===== src/hw/rtl/radix_suffix_number_parser_assert.svh =====
// Assertion macros shared by the radix suffix number parser RTL.
// Expects clk_i and rst_ni in the scope of every use.
`ifndef RADIX_SUFFIX_NUMBER_PARSER_ASSERT_SVH
`define RADIX_SUFFIX_NUMBER_PARSER_ASSERT_SVH

// Checked on every clock edge once reset is released.
`define RSNP_ASSERT(lbl, prop, msg) \
  lbl: assert property (@(posedge clk_i) disable iff (!rst_ni) prop) else $error(msg);

// Checked on every clock edge, reset included.
`define RSNP_ASSERT_ALWAYS(lbl, prop, msg) \
  lbl: assert property (@(posedge clk_i) prop) else $error(msg);

`endif


===== src/hw/rtl/rsnp_pkg.sv =====
// Package for the radix suffix number parser: word types, character codes,
// radix flag positions and queue sizes. No dependencies.
package rsnp_pkg;

  // Accumulator width; result number is the low NUMBER_WIDTH bits.
  localparam int unsigned VALUE_WIDTH  = 32;
  localparam int unsigned NUMBER_WIDTH = 32;
  localparam int unsigned EXT_WIDTH    =
    (VALUE_WIDTH > NUMBER_WIDTH) ? VALUE_WIDTH : NUMBER_WIDTH;
  localparam int unsigned DEC_WIDTH    = VALUE_WIDTH + 4;
  localparam int unsigned KILO_SHIFT   = 10;

  // Two-entry queues (depth must be a power of two for pointer wrap).
  localparam int unsigned QUEUE_DEPTH = 2;
  localparam int unsigned PTR_WIDTH   = $clog2(QUEUE_DEPTH);
  localparam int unsigned CNT_WIDTH   = $clog2(QUEUE_DEPTH + 1);

  // Radix flag bit positions
  localparam int unsigned RDX_HEX = 0;
  localparam int unsigned RDX_OCT = 1;
  localparam int unsigned RDX_BIN = 2;
  localparam int unsigned RDX_DEC = 3;
  localparam int unsigned NUM_RDX = 4;

  localparam logic [4:0] LIMIT_OCT = 5'd8;
  localparam logic [4:0] LIMIT_BIN = 5'd2;
  localparam logic [4:0] LIMIT_DEC = 5'd10;
  localparam logic [7:0] LETTER_BASE = 8'd10;

  // ASCII codes
  localparam logic [7:0] CH_0  = 8'h30;
  localparam logic [7:0] CH_9  = 8'h39;
  localparam logic [7:0] CH_UA = 8'h41;
  localparam logic [7:0] CH_UF = 8'h46;
  localparam logic [7:0] CH_LA = 8'h61;
  localparam logic [7:0] CH_LF = 8'h66;
  localparam logic [7:0] CH_UH = 8'h48;
  localparam logic [7:0] CH_LH = 8'h68;
  localparam logic [7:0] CH_UO = 8'h4F;
  localparam logic [7:0] CH_LO = 8'h6F;
  localparam logic [7:0] CH_UQ = 8'h51;
  localparam logic [7:0] CH_LQ = 8'h71;
  localparam logic [7:0] CH_UB = 8'h42;
  localparam logic [7:0] CH_LB = 8'h62;
  localparam logic [7:0] CH_UK = 8'h4B;
  localparam logic [7:0] CH_LK = 8'h6B;

  typedef enum logic [2:0] {
    SFX_NONE,
    SFX_HEX,
    SFX_OCT,
    SFX_BIN,
    SFX_KILO
  } suffix_e;

  typedef logic [PTR_WIDTH-1:0] qptr_t;
  typedef logic [CNT_WIDTH-1:0] qcnt_t;

  // Input word
  typedef struct packed {
    logic [7:0] symbol;
    logic       final_char;
  } in_t;

  // Result word
  typedef struct packed {
    logic [NUMBER_WIDTH-1:0] number;
    logic                    bad_digit;
    logic                    overflowed;
  } res_t;

  // Classified character handed from front to back
  typedef struct packed {
    logic               final_char;
    suffix_e            suffix;
    logic [3:0]         digit;
    logic [NUM_RDX-1:0] ok;
  } cls_t;

endpackage


===== src/hw/rtl/rsnp_front.sv =====
// Front end of the radix suffix number parser: classifies each character
// and holds it in a two-entry queue for the back end. Uses rsnp_pkg.
`include "radix_suffix_number_parser_assert.svh"

module rsnp_front (
  input  logic          clk_i,
  input  logic          rst_ni,
  input  logic          push,
  output logic          full,
  input  rsnp_pkg::in_t in_word_i,
  output logic          cls_valid_o,
  output rsnp_pkg::cls_t cls_word_o,
  input  logic          cls_pop_i
);

  rsnp_pkg::cls_t  cls_d;
  rsnp_pkg::cls_t  mem_q [rsnp_pkg::QUEUE_DEPTH];
  rsnp_pkg::qptr_t wr_ptr_q, wr_ptr_d;
  rsnp_pkg::qptr_t rd_ptr_q, rd_ptr_d;
  rsnp_pkg::qcnt_t cnt_q, cnt_d;
  logic            dig_valid;
  logic [3:0]      dig_val;
  logic            wr_en;
  logic            rd_en;

  // Digit value of the character in any radix up to sixteen
  always_comb begin
    dig_valid = 1'b1;
    dig_val   = '0;
    if (in_word_i.symbol inside {[rsnp_pkg::CH_0:rsnp_pkg::CH_9]}) begin
      dig_val = 4'(in_word_i.symbol - rsnp_pkg::CH_0);
    end else if (in_word_i.symbol inside {[rsnp_pkg::CH_UA:rsnp_pkg::CH_UF]}) begin
      dig_val = 4'(in_word_i.symbol - rsnp_pkg::CH_UA + rsnp_pkg::LETTER_BASE);
    end else if (in_word_i.symbol inside {[rsnp_pkg::CH_LA:rsnp_pkg::CH_LF]}) begin
      dig_val = 4'(in_word_i.symbol - rsnp_pkg::CH_LA + rsnp_pkg::LETTER_BASE);
    end else begin
      dig_valid = 1'b0;
    end
  end

  // Classified word: per-radix validity and suffix kind
  always_comb begin
    cls_d.final_char = in_word_i.final_char;
    cls_d.digit      = dig_val;
    cls_d.ok[rsnp_pkg::RDX_HEX] = dig_valid;
    cls_d.ok[rsnp_pkg::RDX_OCT] = dig_valid && ({1'b0, dig_val} < rsnp_pkg::LIMIT_OCT);
    cls_d.ok[rsnp_pkg::RDX_BIN] = dig_valid && ({1'b0, dig_val} < rsnp_pkg::LIMIT_BIN);
    cls_d.ok[rsnp_pkg::RDX_DEC] = dig_valid && ({1'b0, dig_val} < rsnp_pkg::LIMIT_DEC);
    case (1'b1)
      in_word_i.symbol inside {rsnp_pkg::CH_UH, rsnp_pkg::CH_LH}:
        cls_d.suffix = rsnp_pkg::SFX_HEX;
      in_word_i.symbol inside {rsnp_pkg::CH_UO, rsnp_pkg::CH_LO,
                               rsnp_pkg::CH_UQ, rsnp_pkg::CH_LQ}:
        cls_d.suffix = rsnp_pkg::SFX_OCT;
      in_word_i.symbol inside {rsnp_pkg::CH_UB, rsnp_pkg::CH_LB}:
        cls_d.suffix = rsnp_pkg::SFX_BIN;
      in_word_i.symbol inside {rsnp_pkg::CH_UK, rsnp_pkg::CH_LK}:
        cls_d.suffix = rsnp_pkg::SFX_KILO;
      default:
        cls_d.suffix = rsnp_pkg::SFX_NONE;
    endcase
  end

  // Queue control
  assign full        = (cnt_q == rsnp_pkg::qcnt_t'(rsnp_pkg::QUEUE_DEPTH));
  assign cls_valid_o = (cnt_q != '0);
  assign wr_en       = push && !full;
  assign rd_en       = cls_pop_i && cls_valid_o;
  assign cls_word_o  = mem_q[rd_ptr_q];

  always_comb begin
    wr_ptr_d = wr_ptr_q;
    rd_ptr_d = rd_ptr_q;
    cnt_d    = cnt_q;
    if (wr_en) begin
      wr_ptr_d = wr_ptr_q + rsnp_pkg::qptr_t'(1);
    end
    if (rd_en) begin
      rd_ptr_d = rd_ptr_q + rsnp_pkg::qptr_t'(1);
    end
    case ({wr_en, rd_en})
      2'b10:   cnt_d = cnt_q + rsnp_pkg::qcnt_t'(1);
      2'b01:   cnt_d = cnt_q - rsnp_pkg::qcnt_t'(1);
      default: cnt_d = cnt_q;
    endcase
  end

  always_ff @(posedge clk_i or negedge rst_ni) begin
    if (!rst_ni) begin
      wr_ptr_q <= '0;
      rd_ptr_q <= '0;
      cnt_q    <= '0;
    end else begin
      wr_ptr_q <= wr_ptr_d;
      rd_ptr_q <= rd_ptr_d;
      cnt_q    <= cnt_d;
    end
  end

  // Queue storage
  always_ff @(posedge clk_i) begin
    if (wr_en) begin
      mem_q[wr_ptr_q] <= cls_d;
    end
  end

  `RSNP_ASSERT(a_front_cnt_bound, cnt_q <= rsnp_pkg::qcnt_t'(rsnp_pkg::QUEUE_DEPTH), "front queue count over depth")
  `RSNP_ASSERT(a_front_drain, rd_en && !wr_en |=> cnt_q == $past(cnt_q) - rsnp_pkg::qcnt_t'(1), "front queue count did not drop on read")
  `RSNP_ASSERT(a_front_full_valid, full |-> cls_valid_o, "front queue full but not valid")

endmodule


===== src/hw/rtl/rsnp_back.sv =====
// Back end of the radix suffix number parser: four radix accumulators,
// suffix resolution and a two-entry result queue. Uses rsnp_pkg.
`include "radix_suffix_number_parser_assert.svh"

module rsnp_back (
  input  logic           clk_i,
  input  logic           rst_ni,
  input  logic           cls_valid_i,
  input  rsnp_pkg::cls_t cls_word_i,
  output logic           cls_pop_o,
  output logic           empty,
  input  logic           pop,
  output rsnp_pkg::res_t res_word_o
);

  localparam int unsigned W = rsnp_pkg::VALUE_WIDTH;

  logic [W-1:0]                  hex_q, hex_d;
  logic [W-1:0]                  oct_q, oct_d;
  logic [W-1:0]                  bin_q, bin_d;
  logic [W-1:0]                  dec_q, dec_d;
  logic [rsnp_pkg::NUM_RDX-1:0]  ok_q, ok_d;
  logic [rsnp_pkg::NUM_RDX-1:0]  over_q, over_d;

  logic [rsnp_pkg::DEC_WIDTH-1:0] dec_prod;
  logic [W-1:0]                  dec_next;
  logic                          dec_ovf;
  logic                          hex_ovf, oct_ovf, bin_ovf, kilo_ovf;
  logic [W-1:0]                  hex_next, oct_next, bin_next, kilo_val;

  logic                          sel_ok, sel_over;
  logic [W-1:0]                  sel_val;
  logic [rsnp_pkg::EXT_WIDTH-1:0] sel_ext;
  rsnp_pkg::res_t                res_d;

  logic                          fire, fin;
  rsnp_pkg::res_t                rq_mem_q [rsnp_pkg::QUEUE_DEPTH];
  rsnp_pkg::qptr_t               rq_wr_q, rq_wr_d;
  rsnp_pkg::qptr_t               rq_rd_q, rq_rd_d;
  rsnp_pkg::qcnt_t               rq_cnt_q, rq_cnt_d;
  logic                          rq_full, rq_wr_en, rq_rd_en;

  // Per-radix multiply-add; power-of-two radixes are shifts
  assign hex_ovf  = (hex_q[W-1 -: 4] != '0);
  assign hex_next = {hex_q[W-5:0], cls_word_i.digit};
  assign oct_ovf  = (oct_q[W-1 -: 3] != '0);
  assign oct_next = {oct_q[W-4:0], cls_word_i.digit[2:0]};
  assign bin_ovf  = bin_q[W-1];
  assign bin_next = {bin_q[W-2:0], cls_word_i.digit[0]};

  // Decimal: sum*10 + d as (sum<<3) + (sum<<1) + d
  assign dec_prod = (rsnp_pkg::DEC_WIDTH'(dec_q) << 3) + (rsnp_pkg::DEC_WIDTH'(dec_q) << 1)
                  + rsnp_pkg::DEC_WIDTH'(cls_word_i.digit);
  assign dec_next = dec_prod[W-1:0];
  assign dec_ovf  = (dec_prod[rsnp_pkg::DEC_WIDTH-1:W] != '0);

  // Kilo suffix: decimal times 1024
  assign kilo_ovf = (dec_q[W-1 -: rsnp_pkg::KILO_SHIFT] != '0);
  assign kilo_val = dec_q << rsnp_pkg::KILO_SHIFT;

  // Final character picks the radix
  always_comb begin
    sel_ok   = ok_q[rsnp_pkg::RDX_DEC];
    sel_over = over_q[rsnp_pkg::RDX_DEC];
    sel_val  = dec_q;
    case (cls_word_i.suffix)
      rsnp_pkg::SFX_HEX: begin
        sel_ok   = ok_q[rsnp_pkg::RDX_HEX];
        sel_over = over_q[rsnp_pkg::RDX_HEX];
        sel_val  = hex_q;
      end
      rsnp_pkg::SFX_OCT: begin
        sel_ok   = ok_q[rsnp_pkg::RDX_OCT];
        sel_over = over_q[rsnp_pkg::RDX_OCT];
        sel_val  = oct_q;
      end
      rsnp_pkg::SFX_BIN: begin
        sel_ok   = ok_q[rsnp_pkg::RDX_BIN];
        sel_over = over_q[rsnp_pkg::RDX_BIN];
        sel_val  = bin_q;
      end
      rsnp_pkg::SFX_KILO: begin
        sel_over = over_q[rsnp_pkg::RDX_DEC] || kilo_ovf;
        sel_val  = kilo_val;
      end
      default: begin
        // last character is one more decimal digit
        sel_ok   = ok_q[rsnp_pkg::RDX_DEC] && cls_word_i.ok[rsnp_pkg::RDX_DEC];
        sel_over = over_q[rsnp_pkg::RDX_DEC] || dec_ovf;
        sel_val  = dec_next;
      end
    endcase
    sel_ext = rsnp_pkg::EXT_WIDTH'(sel_val);
    res_d.bad_digit  = !sel_ok;
    res_d.overflowed = sel_ok && sel_over;
    res_d.number     = sel_ok ? sel_ext[rsnp_pkg::NUMBER_WIDTH-1:0] : '0;
  end

  // A final character needs room in the result queue
  assign fin       = cls_word_i.final_char;
  assign fire      = cls_valid_i && (!fin || !rq_full);
  assign cls_pop_o = fire;

  // Accumulator update
  always_comb begin
    hex_d  = hex_q;
    oct_d  = oct_q;
    bin_d  = bin_q;
    dec_d  = dec_q;
    ok_d   = ok_q;
    over_d = over_q;
    if (fire) begin
      if (fin) begin
        hex_d  = '0;
        oct_d  = '0;
        bin_d  = '0;
        dec_d  = '0;
        ok_d   = '1;
        over_d = '0;
      end else begin
        if (cls_word_i.ok[rsnp_pkg::RDX_HEX]) begin
          hex_d = hex_next;
          over_d[rsnp_pkg::RDX_HEX] = over_q[rsnp_pkg::RDX_HEX] || hex_ovf;
        end else begin
          ok_d[rsnp_pkg::RDX_HEX] = 1'b0;
        end
        if (cls_word_i.ok[rsnp_pkg::RDX_OCT]) begin
          oct_d = oct_next;
          over_d[rsnp_pkg::RDX_OCT] = over_q[rsnp_pkg::RDX_OCT] || oct_ovf;
        end else begin
          ok_d[rsnp_pkg::RDX_OCT] = 1'b0;
        end
        if (cls_word_i.ok[rsnp_pkg::RDX_BIN]) begin
          bin_d = bin_next;
          over_d[rsnp_pkg::RDX_BIN] = over_q[rsnp_pkg::RDX_BIN] || bin_ovf;
        end else begin
          ok_d[rsnp_pkg::RDX_BIN] = 1'b0;
        end
        if (cls_word_i.ok[rsnp_pkg::RDX_DEC]) begin
          dec_d = dec_next;
          over_d[rsnp_pkg::RDX_DEC] = over_q[rsnp_pkg::RDX_DEC] || dec_ovf;
        end else begin
          ok_d[rsnp_pkg::RDX_DEC] = 1'b0;
        end
      end
    end
  end

  always_ff @(posedge clk_i or negedge rst_ni) begin
    if (!rst_ni) begin
      hex_q  <= '0;
      oct_q  <= '0;
      bin_q  <= '0;
      dec_q  <= '0;
      ok_q   <= '1;
      over_q <= '0;
    end else begin
      hex_q  <= hex_d;
      oct_q  <= oct_d;
      bin_q  <= bin_d;
      dec_q  <= dec_d;
      ok_q   <= ok_d;
      over_q <= over_d;
    end
  end

  // Result queue control
  assign rq_full    = (rq_cnt_q == rsnp_pkg::qcnt_t'(rsnp_pkg::QUEUE_DEPTH));
  assign empty      = (rq_cnt_q == '0);
  assign rq_wr_en   = fire && fin;
  assign rq_rd_en   = pop && !empty;
  assign res_word_o = rq_mem_q[rq_rd_q];

  always_comb begin
    rq_wr_d  = rq_wr_q;
    rq_rd_d  = rq_rd_q;
    if (rq_wr_en) begin
      rq_wr_d = rq_wr_q + rsnp_pkg::qptr_t'(1);
    end
    if (rq_rd_en) begin
      rq_rd_d = rq_rd_q + rsnp_pkg::qptr_t'(1);
    end
    case ({rq_wr_en, rq_rd_en})
      2'b10:   rq_cnt_d = rq_cnt_q + rsnp_pkg::qcnt_t'(1);
      2'b01:   rq_cnt_d = rq_cnt_q - rsnp_pkg::qcnt_t'(1);
      default: rq_cnt_d = rq_cnt_q;
    endcase
  end

  always_ff @(posedge clk_i or negedge rst_ni) begin
    if (!rst_ni) begin
      rq_wr_q  <= '0;
      rq_rd_q  <= '0;
      rq_cnt_q <= '0;
    end else begin
      rq_wr_q  <= rq_wr_d;
      rq_rd_q  <= rq_rd_d;
      rq_cnt_q <= rq_cnt_d;
    end
  end

  // Result queue storage
  always_ff @(posedge clk_i) begin
    if (rq_wr_en) begin
      rq_mem_q[rq_wr_q] <= res_d;
    end
  end

  `RSNP_ASSERT(a_back_token_clear, fire && fin |=> ok_q == '1 && over_q == '0 && dec_q == '0 && hex_q == '0, "state not cleared after token end")
  `RSNP_ASSERT(a_back_bad_zero, !empty && res_word_o.bad_digit |-> res_word_o.number == '0 && !res_word_o.overflowed, "bad digit result carries a value")
  `RSNP_ASSERT(a_back_rq_bound, rq_cnt_q <= rsnp_pkg::qcnt_t'(rsnp_pkg::QUEUE_DEPTH), "result queue count over depth")
  `RSNP_ASSERT_ALWAYS(a_back_reset_empty, !rst_ni |=> empty, "result queue not empty after reset")

endmodule


===== src/hw/rtl/radix_suffix_number_parser.sv =====
// Radix suffix number parser takes one ASCII character of a number token per
// cycle (push/full) and gives one result per token (empty/pop) when the word
// with final_char set arrives; the suffix H, O/Q, B or K picks hex, octal,
// binary or decimal times 1024, anything else is a last decimal digit. A new
// character is accepted every cycle while full is low; the result of a token
// is written into the result queue when the back end takes its final character
// from the front queue, as long as the result queue has room. The front end
// classifies characters into a two-entry queue; the back end updates all four
// accumulators per character in a single update step that sets throughput, and
// stalls only when both queues fill. Uses rsnp_pkg, rsnp_front, rsnp_back.

module radix_suffix_number_parser (
  input  logic           clk_i,
  input  logic           rst_ni,
  input  logic           push,
  output logic           full,
  input  rsnp_pkg::in_t  in_word_i,
  output logic           empty,
  input  logic           pop,
  output rsnp_pkg::res_t res_word_o
);

  logic           cls_valid;
  logic           cls_pop;
  rsnp_pkg::cls_t cls_word;

  // Character classification and staging
  rsnp_front u_front (
    .clk_i       (clk_i),
    .rst_ni      (rst_ni),
    .push        (push),
    .full        (full),
    .in_word_i   (in_word_i),
    .cls_valid_o (cls_valid),
    .cls_word_o  (cls_word),
    .cls_pop_i   (cls_pop)
  );

  // Accumulation and result queue
  rsnp_back u_back (
    .clk_i       (clk_i),
    .rst_ni      (rst_ni),
    .cls_valid_i (cls_valid),
    .cls_word_i  (cls_word),
    .cls_pop_o   (cls_pop),
    .empty       (empty),
    .pop         (pop),
    .res_word_o  (res_word_o)
  );

endmodule

===== config.mk =====
export PLATFORM = sky130hd
export DESIGN_NAME = radix_suffix_number_parser
export DESIGN_NICKNAME = d
export VERILOG_FILES = /design/src/hw/rtl/rsnp_pkg.sv /design/src/hw/rtl/rsnp_front.sv /design/src/hw/rtl/rsnp_back.sv /design/src/hw/rtl/radix_suffix_number_parser.sv
export VERILOG_INCLUDE_DIRS = /design/src /design/src/hw/rtl
export SDC_FILE = /design/constraint.sdc
export NUM_CORES = 1
export LEC_CHECK = 0
export BUFFER_PORTS_ARGS = -buffer_cell sky130_fd_sc_hd__buf_2
export CORE_UTILIZATION = 35
export CTS_CLUSTER_SIZE = 25
export DETAILED_ROUTE_END_ITERATION = 10
export GPL_ROUTABILITY_DRIVEN = 1
export GPL_TIMING_DRIVEN = 0
export SYNTH_ARGS = -nofsm -noshare
export SYNTH_HDL_FRONTEND = slang
export SYNTH_SLANG_ARGS = --single-unit

===== constraint.sdc =====
create_clock -name clk_i -period 5.2 [get_ports clk_i]
set_input_delay 0.26 -clock clk_i [delete_from_list [all_inputs] [get_ports clk_i]]
set_output_delay 0.26 -clock clk_i [all_outputs]
set_load 0.02 [all_outputs]

==> results of run 1 <==
-- metal layers --
| layer | up-vias | GRT usage | part of all wire |
|---|---|---|---|
| met5 | - | 0 | 0 |
| met2 | 348 | 0.304 | 0.45 |
| met3 | 65 | 0.0230 | 0.057 |
| met4 | 0 | 0.0601 | 0.028 |
| li1 | 4545 | - | - |
| met1 | 4838 | 0.271 | 0.46 |
-- report_power, final --
| group | switching (mW) | total [mW] | internal [mW] |
|---|---|---|---|
| clock | 0.754 | 1.92 | 1.16 |
| sequential | 0.232 | 2.72 | 2.49 |
| combinational | 2.59 | 3.75 | 1.16 |
| total | 3.57 | 8.39 | 4.82 |
-- state kept, by name, summed over array words and instances, names as in the netlist --
| signal | cells |
|---|---|
| u_back.hex_q | 32 |
| u_back.rq_mem_q | 68 |
| u_front.mem_q | 24 |
| u_back.rq_rd_q | 1 |
| u_back.rq_cnt_q | 2 |
| u_back.bin_q | 32 |
| u_front.wr_ptr_q | 1 |
| u_back.dec_q | 32 |
| u_back.rq_wr_q | 1 |
| u_front.cnt_q | 2 |
| u_back.ok_q | 4 |
| u_back.oct_q | 32 |
| u_back.over_q | 4 |
| u_front.rd_ptr_q | 1 |
-- cell families (layout without fill, tap and decap cells) --
kind of cell	after synthesis	in the layout	synth area share
multiplexers	71	71	0.0663
flip-flops	236	236	0.497
adder cells (fa/ha/maj)	73	73	0.0722
AO/OA/AOI/OAI	351	351	0.204
buffers and inverters	96	195	0.0306
XOR/XNOR	36	36	0.0246
AND/OR/NAND/NOR	291	291	0.105
-- worst max-delay path, stage by stage, from the launching register on --
cell and delay (ns):
dfrtp_1 0.32, buf_4 0.17, buf_2 0.31, mux2i_1 0.57, inv_1 0.09, ha_1 0.29
ha_1 0.21, inv_1 0.07, fa_1 0.39, nand2b_1 0.20, a21o_1 0.20, a211o_1 0.32
nand3b_1 0.15, a21oi_1 0.11, xor2_1 0.21, a2111oi_0 1.04
-- synth_stat cells (5+ instances only) --
cell type / n / area, um^2
dfrtp_1: 140 / 3500
nand2_1: 121 / 454
a22o_1: 112 / 981
edfxtp_1: 92 / 2760
ha_1: 70 / 876
nor2_1: 64 / 240
a21oi_1: 63 / 315
o21ai_0: 47 / 235
clkbuf_1: 41 / 154
mux2_2: 41 / 462
xnor2_1: 27 / 236
inv_1: 25 / 93.8
nand3_1: 24 / 120
buf_2: 22 / 110
mux2i_1: 21 / 210
a31oi_1: 18 / 113
nor3_1: 17 / 85.1
a211oi_1: 14 / 105
and3_1: 13 / 81.3
a21o_1: 11 / 82.6
nor4_1: 9 / 56.3
o221ai_1: 9 / 78.8
xor2_1: 9 / 78.8
a311oi_1: 8 / 70.1
o211ai_1: 8 / 60.1
nand2b_1: 7 / 43.8
a22oi_1: 6 / 45.0
buf_1: 6 / 22.5
mux4_2: 6 / 135
nand4_1: 6 / 37.5
o21ai_1: 6 / 30.0
a221oi_1: 5 / 43.8
nor2b_1: 5 / 31.3
-- what timing repair did --
item                                    CTS  global route
hold endpoints to repair                 61             0
endpoints found under the setup margin    2             6
gates resized for setup                   1             3
hold buffers                              2             0
pin swaps                                 0             0
-- per-stage QoR --
step	area [um^2]	hold WS (ns)	power (mW)
2_1_floorplan	12800	-0.0356	5.17
3_3_place_gp	13600	0.450	6.38
3_5_place_dp	13700	0.284	6.42
4_1_cts	14600	0.0205	8.37
5_1_grt	14600	0.0342	8.81
6_report	14600	0.0398	8.39
-- cell type report --
cell class                 instances  area (um^2)  area share
tap                              461          577      0.0394
clock buffer                      28          658      0.0450
sequential                       236         6370       0.436
buffer                            70          294      0.0201
multi-input combinational        822         6090       0.416
clock inverter                    20          235      0.0161
inverter                          26         97.6     0.00667
timing repair buffer              51          309      0.0211
-- worst max path at each step --
stage / to / depth (start not counted) / from
floorplan: u_back.rq_mem_q[0][29]$_DFFE_PP_ / 14 / u_front.rd_ptr_q$_DFFE_PN0P_
global placement: u_back.rq_mem_q[0][29]$_DFFE_PP_ / 14 / u_front.rd_ptr_q$_DFFE_PN0P_
detailed placement: u_back.rq_mem_q[1][29]$_DFFE_PP_ / 14 / u_front.rd_ptr_q$_DFFE_PN0P_
CTS: u_back.rq_mem_q[0][18]$_DFFE_PP_ / 16 / u_front.rd_ptr_q$_DFFE_PN0P_
global route: u_back.rq_mem_q[1][26]$_DFFE_PP_ / 16 / u_front.rd_ptr_q$_DFFE_PN0P_
finish: u_back.rq_mem_q[0][24]$_DFFE_PP_ / 15 / u_front.rd_ptr_q$_DFFE_PN0P_
==> flow_summary.toml, run 1 <==
[power_and_ir_drop]
ir_drop_v = 0.000246
power_leakage_nw = 6.24
powerDensity_nw_per_um2 = 573

[sta]
max-slew-margin-rel = 0.106
clock_skew_ns = 0.0188
drv_slew = 0
tns_ns = 0
finalCritPeriodShare = 0.968
fmax_mhz = 199
worst_slack_ns = 0.165
setup_violations = 0
tightest_slew_ns = 1.33
rsz0062_at_grt = "no"
hold_viol = 0
period_needed_ns = 5.03

[drt]
wl_mm = 36.0
drt_iter0_markers = 833
drt_pass1_iterations = 8
wl_per_cell_um = 21.0
detail-route-antenna-nets = 0
via_count = 9796
vias_per_cell = 5.72
drc = 8

[yosys]
async_flop_share = 0.610
ys.flop_type = "dfrtp_1"
syn_inst = 1154
netlist_area_um2 = 12800
synth_cell_types = 79
syn_area_per_cell_um2 = 11.1
synth_enable_flop_cells = 92
ys_warn_count = 0
ys_ff_latch = 236
synth_nets = 1239
ys_seq_area_frac = 0.497

[finish]
fillers = 3406
drive_above_1_share = 0.153
final_cells = 1714
fin_nets = 1318
synthToLayoutAreaGrowth_pct = 14.1
layout_commonest_cell = "dfrtp_1"
layout_common_cells = "dfrtp_1, nand2_1, a22o_1"
n_antenna_cell = 0
fin_util = 0.408

[min_path]
worstHoldStart = "push"
hold_path_depth = 3
worstHoldPathType = "primary input to register"
hold_end = "u_front.wr_ptr_q$_DFFE_PN0P_"

[placement]
dp_cells = 1664
portBuffers = 47
dp_hpwl_mm = 27.0
detailedPlace.worstSlack_ns = -0.136
gp_congestion = 0.897

[clocking]
clk_pin_slew_ns = 0.06
post_cts_buffers = 0
cts-root-buf = "clkbuf_16"
clockBufferDepth = 3
cts_made_buffers = 26
cts_tree = "built"
clock_latency_ns = 0.54
cts.sink_count = 236
cts_max_level = 1

[outcome]
failed_checks = "design-rule violations"
outcome = "finished, violations left"

[flow_run]
drv_cap = 0

[critical_path]
cp-start-kind = "register"
r2r_slack_ns = 0.17
end_kind = "register"
timing_worst_setup_path_type = "register to register"
rr_startpoint = "u_front.rd_ptr_q$_DFFE_PN0P_"
critPathMaxFanout = 10
arrival_ns = 5.20
cp.required_ns = 5.37
regToRegEndpoint = "u_back.rq_mem_q[0][24]$_DFFE_PP_"
r2r_cells = 15

[global_routing]
grt_antenna_before_repair = 0
grt_pass1_wl_mm = 56.3
grt_max_degree = 86
grt_use_total = 0.191
grt-ovfl-total = 0
grt_pass1_vias = 9649

[die]
chipWidth_um = 193
io-pin-count = 49
core_area_um2 = 35800
die_h_um = 193
start_util = 0.358
row_count = 69
dieArea_um2 = 37400
Note: power is estimated with default switching activity, not from simulation.
==> run 2: changes to the inputs <==
==> constraint.sdc (replaced) <==
create_clock -name clk_i -period 5 [get_ports clk_i]
set_input_delay 0.25 -clock clk_i [delete_from_list [all_inputs] [get_ports clk_i]]
set_output_delay 0.25 -clock clk_i [all_outputs]
set_load 0.02 [all_outputs]
==> flow_summary.toml, run 2 (synthesis gave the netlist of run 1 again) <==
[global_routing]
grt_pass1_vias = 9645
grt_antenna_before_repair = 0
grt_use_total = 0.191
grt_pass1_wl_mm = 56.4
grt-ovfl-total = 0
grt_max_degree = 86

[critical_path]
cp-start-kind = "register"
end_kind = "register"
timing_worst_setup_path_type = "register to register"
critPathMaxFanout = 10
arrival_ns = 5.06
cp.required_ns = 5.25

[placement]
dp_cells = 1664
dp_hpwl_mm = 27.0
portBuffers = 47
detailedPlace.worstSlack_ns = -0.336
gp_congestion = 0.897

[clocking]
cts_made_buffers = 26
clk_pin_slew_ns = 0.06
cts_tree = "built"
clock_latency_ns = 0.54
cts.sink_count = 236
cts_max_level = 1
cts-root-buf = "clkbuf_16"
clockBufferDepth = 3

[sta]
tightest_slew_ns = 1.35
tns_ns = 0
rsz0062_at_grt = "no"
worst_slack_ns = 0.193
max-slew-margin-rel = 0.0948
whs_ns = 0.0291
period_needed_ns = 4.81
setup_violations = 0
fmax_mhz = 208
clock_skew_ns = 0.0178
drv_slew = 0
hold_viol = 0
finalCritPeriodShare = 0.961

[die]
io-pin-count = 49
die_h_um = 193
row_count = 69
core_area_um2 = 35800
chipWidth_um = 193
dieArea_um2 = 37400
start_util = 0.358

[drt]
detail-route-antenna-nets = 0
drt_iter0_markers = 825
via_count = 9812
drc = 8
drt_pass1_iterations = 8
wl_per_cell_um = 21.0
vias_per_cell = 5.72
wl_mm = 36.0

[finish]
final_cells = 1714
n_antenna_cell = 0
synthToLayoutAreaGrowth_pct = 14.4
drive_above_1_share = 0.157
layout_commonest_cell = "dfrtp_1"
layout_common_cells = "dfrtp_1, nand2_1, a22o_1"
fin_util = 0.409
largest_reg_flops = 68
largest-register = "u_back.rq_mem_q"
fin_nets = 1318

[power_and_ir_drop]
ir_drop_v = 0.000257
powerDensity_nw_per_um2 = 597
p_clk_frac = 0.228
p_switching_mw = 3.73
power_leakage_nw = 6.25
p_comb_frac = 0.448
p_int_mw = 5.02
swShare = 0.426
p_seq_frac = 0.324

[outcome]
failed_checks = "design-rule violations"
outcome = "finished, violations left"

[flow_run]
drv_cap = 0

[min_path]
worstHoldPathType = "primary input to register"
[run 2: cell counts in the layout (fill, tap and decap cells not counted)]
No cell type changed its count.
[run 2: worst paths after layout]
path                       slack, ns                    startpoint  cells after the start                               end
setup / recovery                0.19  u_front.rd_ptr_q$_DFFE_PN0P_                     16  u_back.rq_mem_q[1][20]$_DFFE_PP_
hold / removal                  0.03                          push                      3      u_front.wr_ptr_q$_DFFE_PN0P_
setup reg to reg                0.19  u_front.rd_ptr_q$_DFFE_PN0P_                     16  u_back.rq_mem_q[1][20]$_DFFE_PP_
hold reg to reg                 0.48    u_back.ok_q[2]$_DFFE_PN1P_                      2        u_back.ok_q[2]$_DFFE_PN1P_
max in group asynchronous       3.85                        rst_ni                      3        u_back.ok_q[3]$_DFFE_PN1P_
min in group asynchronous       0.28                        rst_ni                      2      u_back.dec_q[31]$_DFFE_PN0P_
[run 2: per-layer routing]
metal | global-route usage | vias up | wire length, um | part of all wire
met3 | 0.0232 | 66 | 2100 | 0.058
li1 | - | 4550 | - | -
met5 | 0 | - | 0 | 0
met4 | 0.0599 | 0 | 1100 | 0.031
met1 | 0.272 | 4835 | 16600 | 0.46
met2 | 0.304 | 361 | 16200 | 0.45
[run 2: area by class of cell]
class                      count  area [um^2]
timing repair buffer          51          309
clock buffer                  28          658
multi-input combinational    822         6120
buffer                        70          294
sequential                   236         6370
clock inverter                20          235
tap                          461          577
inverter                      26         97.6
fill                        3406        21200
[run 2: metrics by stage]
stage	power, mW	instance area, um^2
3_5_place_dp	6.68	13700
2_1_floorplan	5.37	12800
6_report	8.75	14700
5_1_grt	9.18	14700
4_1_cts	8.72	14600
3_3_place_gp	6.63	13600
[run 2: critical path, stage by stage, from the launching register on]
cell,delay [ns]
dfrtp_1,0.32
buf_4,0.17
buf_2,0.33
mux2i_2,0.45
inv_1,0.08
ha_1,0.28
ha_1,0.22
inv_1,0.07
fa_1,0.39
nand2b_1,0.20
a21o_1,0.20
a211o_1,0.32
nand3b_1,0.15
xor2_1,0.42
mux4_2,0.34
nor2_1,0.05
a311oi_1,0.51
[run 2: what timing repair did]
action                     in CTS  in global routing
hold buffers                    2                  0
buffers inserted                0                  0
setup endpoints to repair       4                 20
resized for setup               3                  8
pin swaps                       0                  0
hold endpoints to repair       61                  0
[run 2: power groups by stage]
| stage | Combinational (mW) | Clock, mW | Sequential (mW) |
|---|---|---|---|
| 2_1_floorplan | 2.60 | 0 | 2.78 |
| 4_1_cts | 3.87 | 2.02 | 2.83 |
| 6_report | 3.92 | 2.00 | 2.83 |
| 3_5_place_dp | 3.82 | 0 | 2.86 |
| 5_1_grt | 4.21 | 2.10 | 2.87 |
| 3_3_place_gp | 3.78 | 0 | 2.86 |
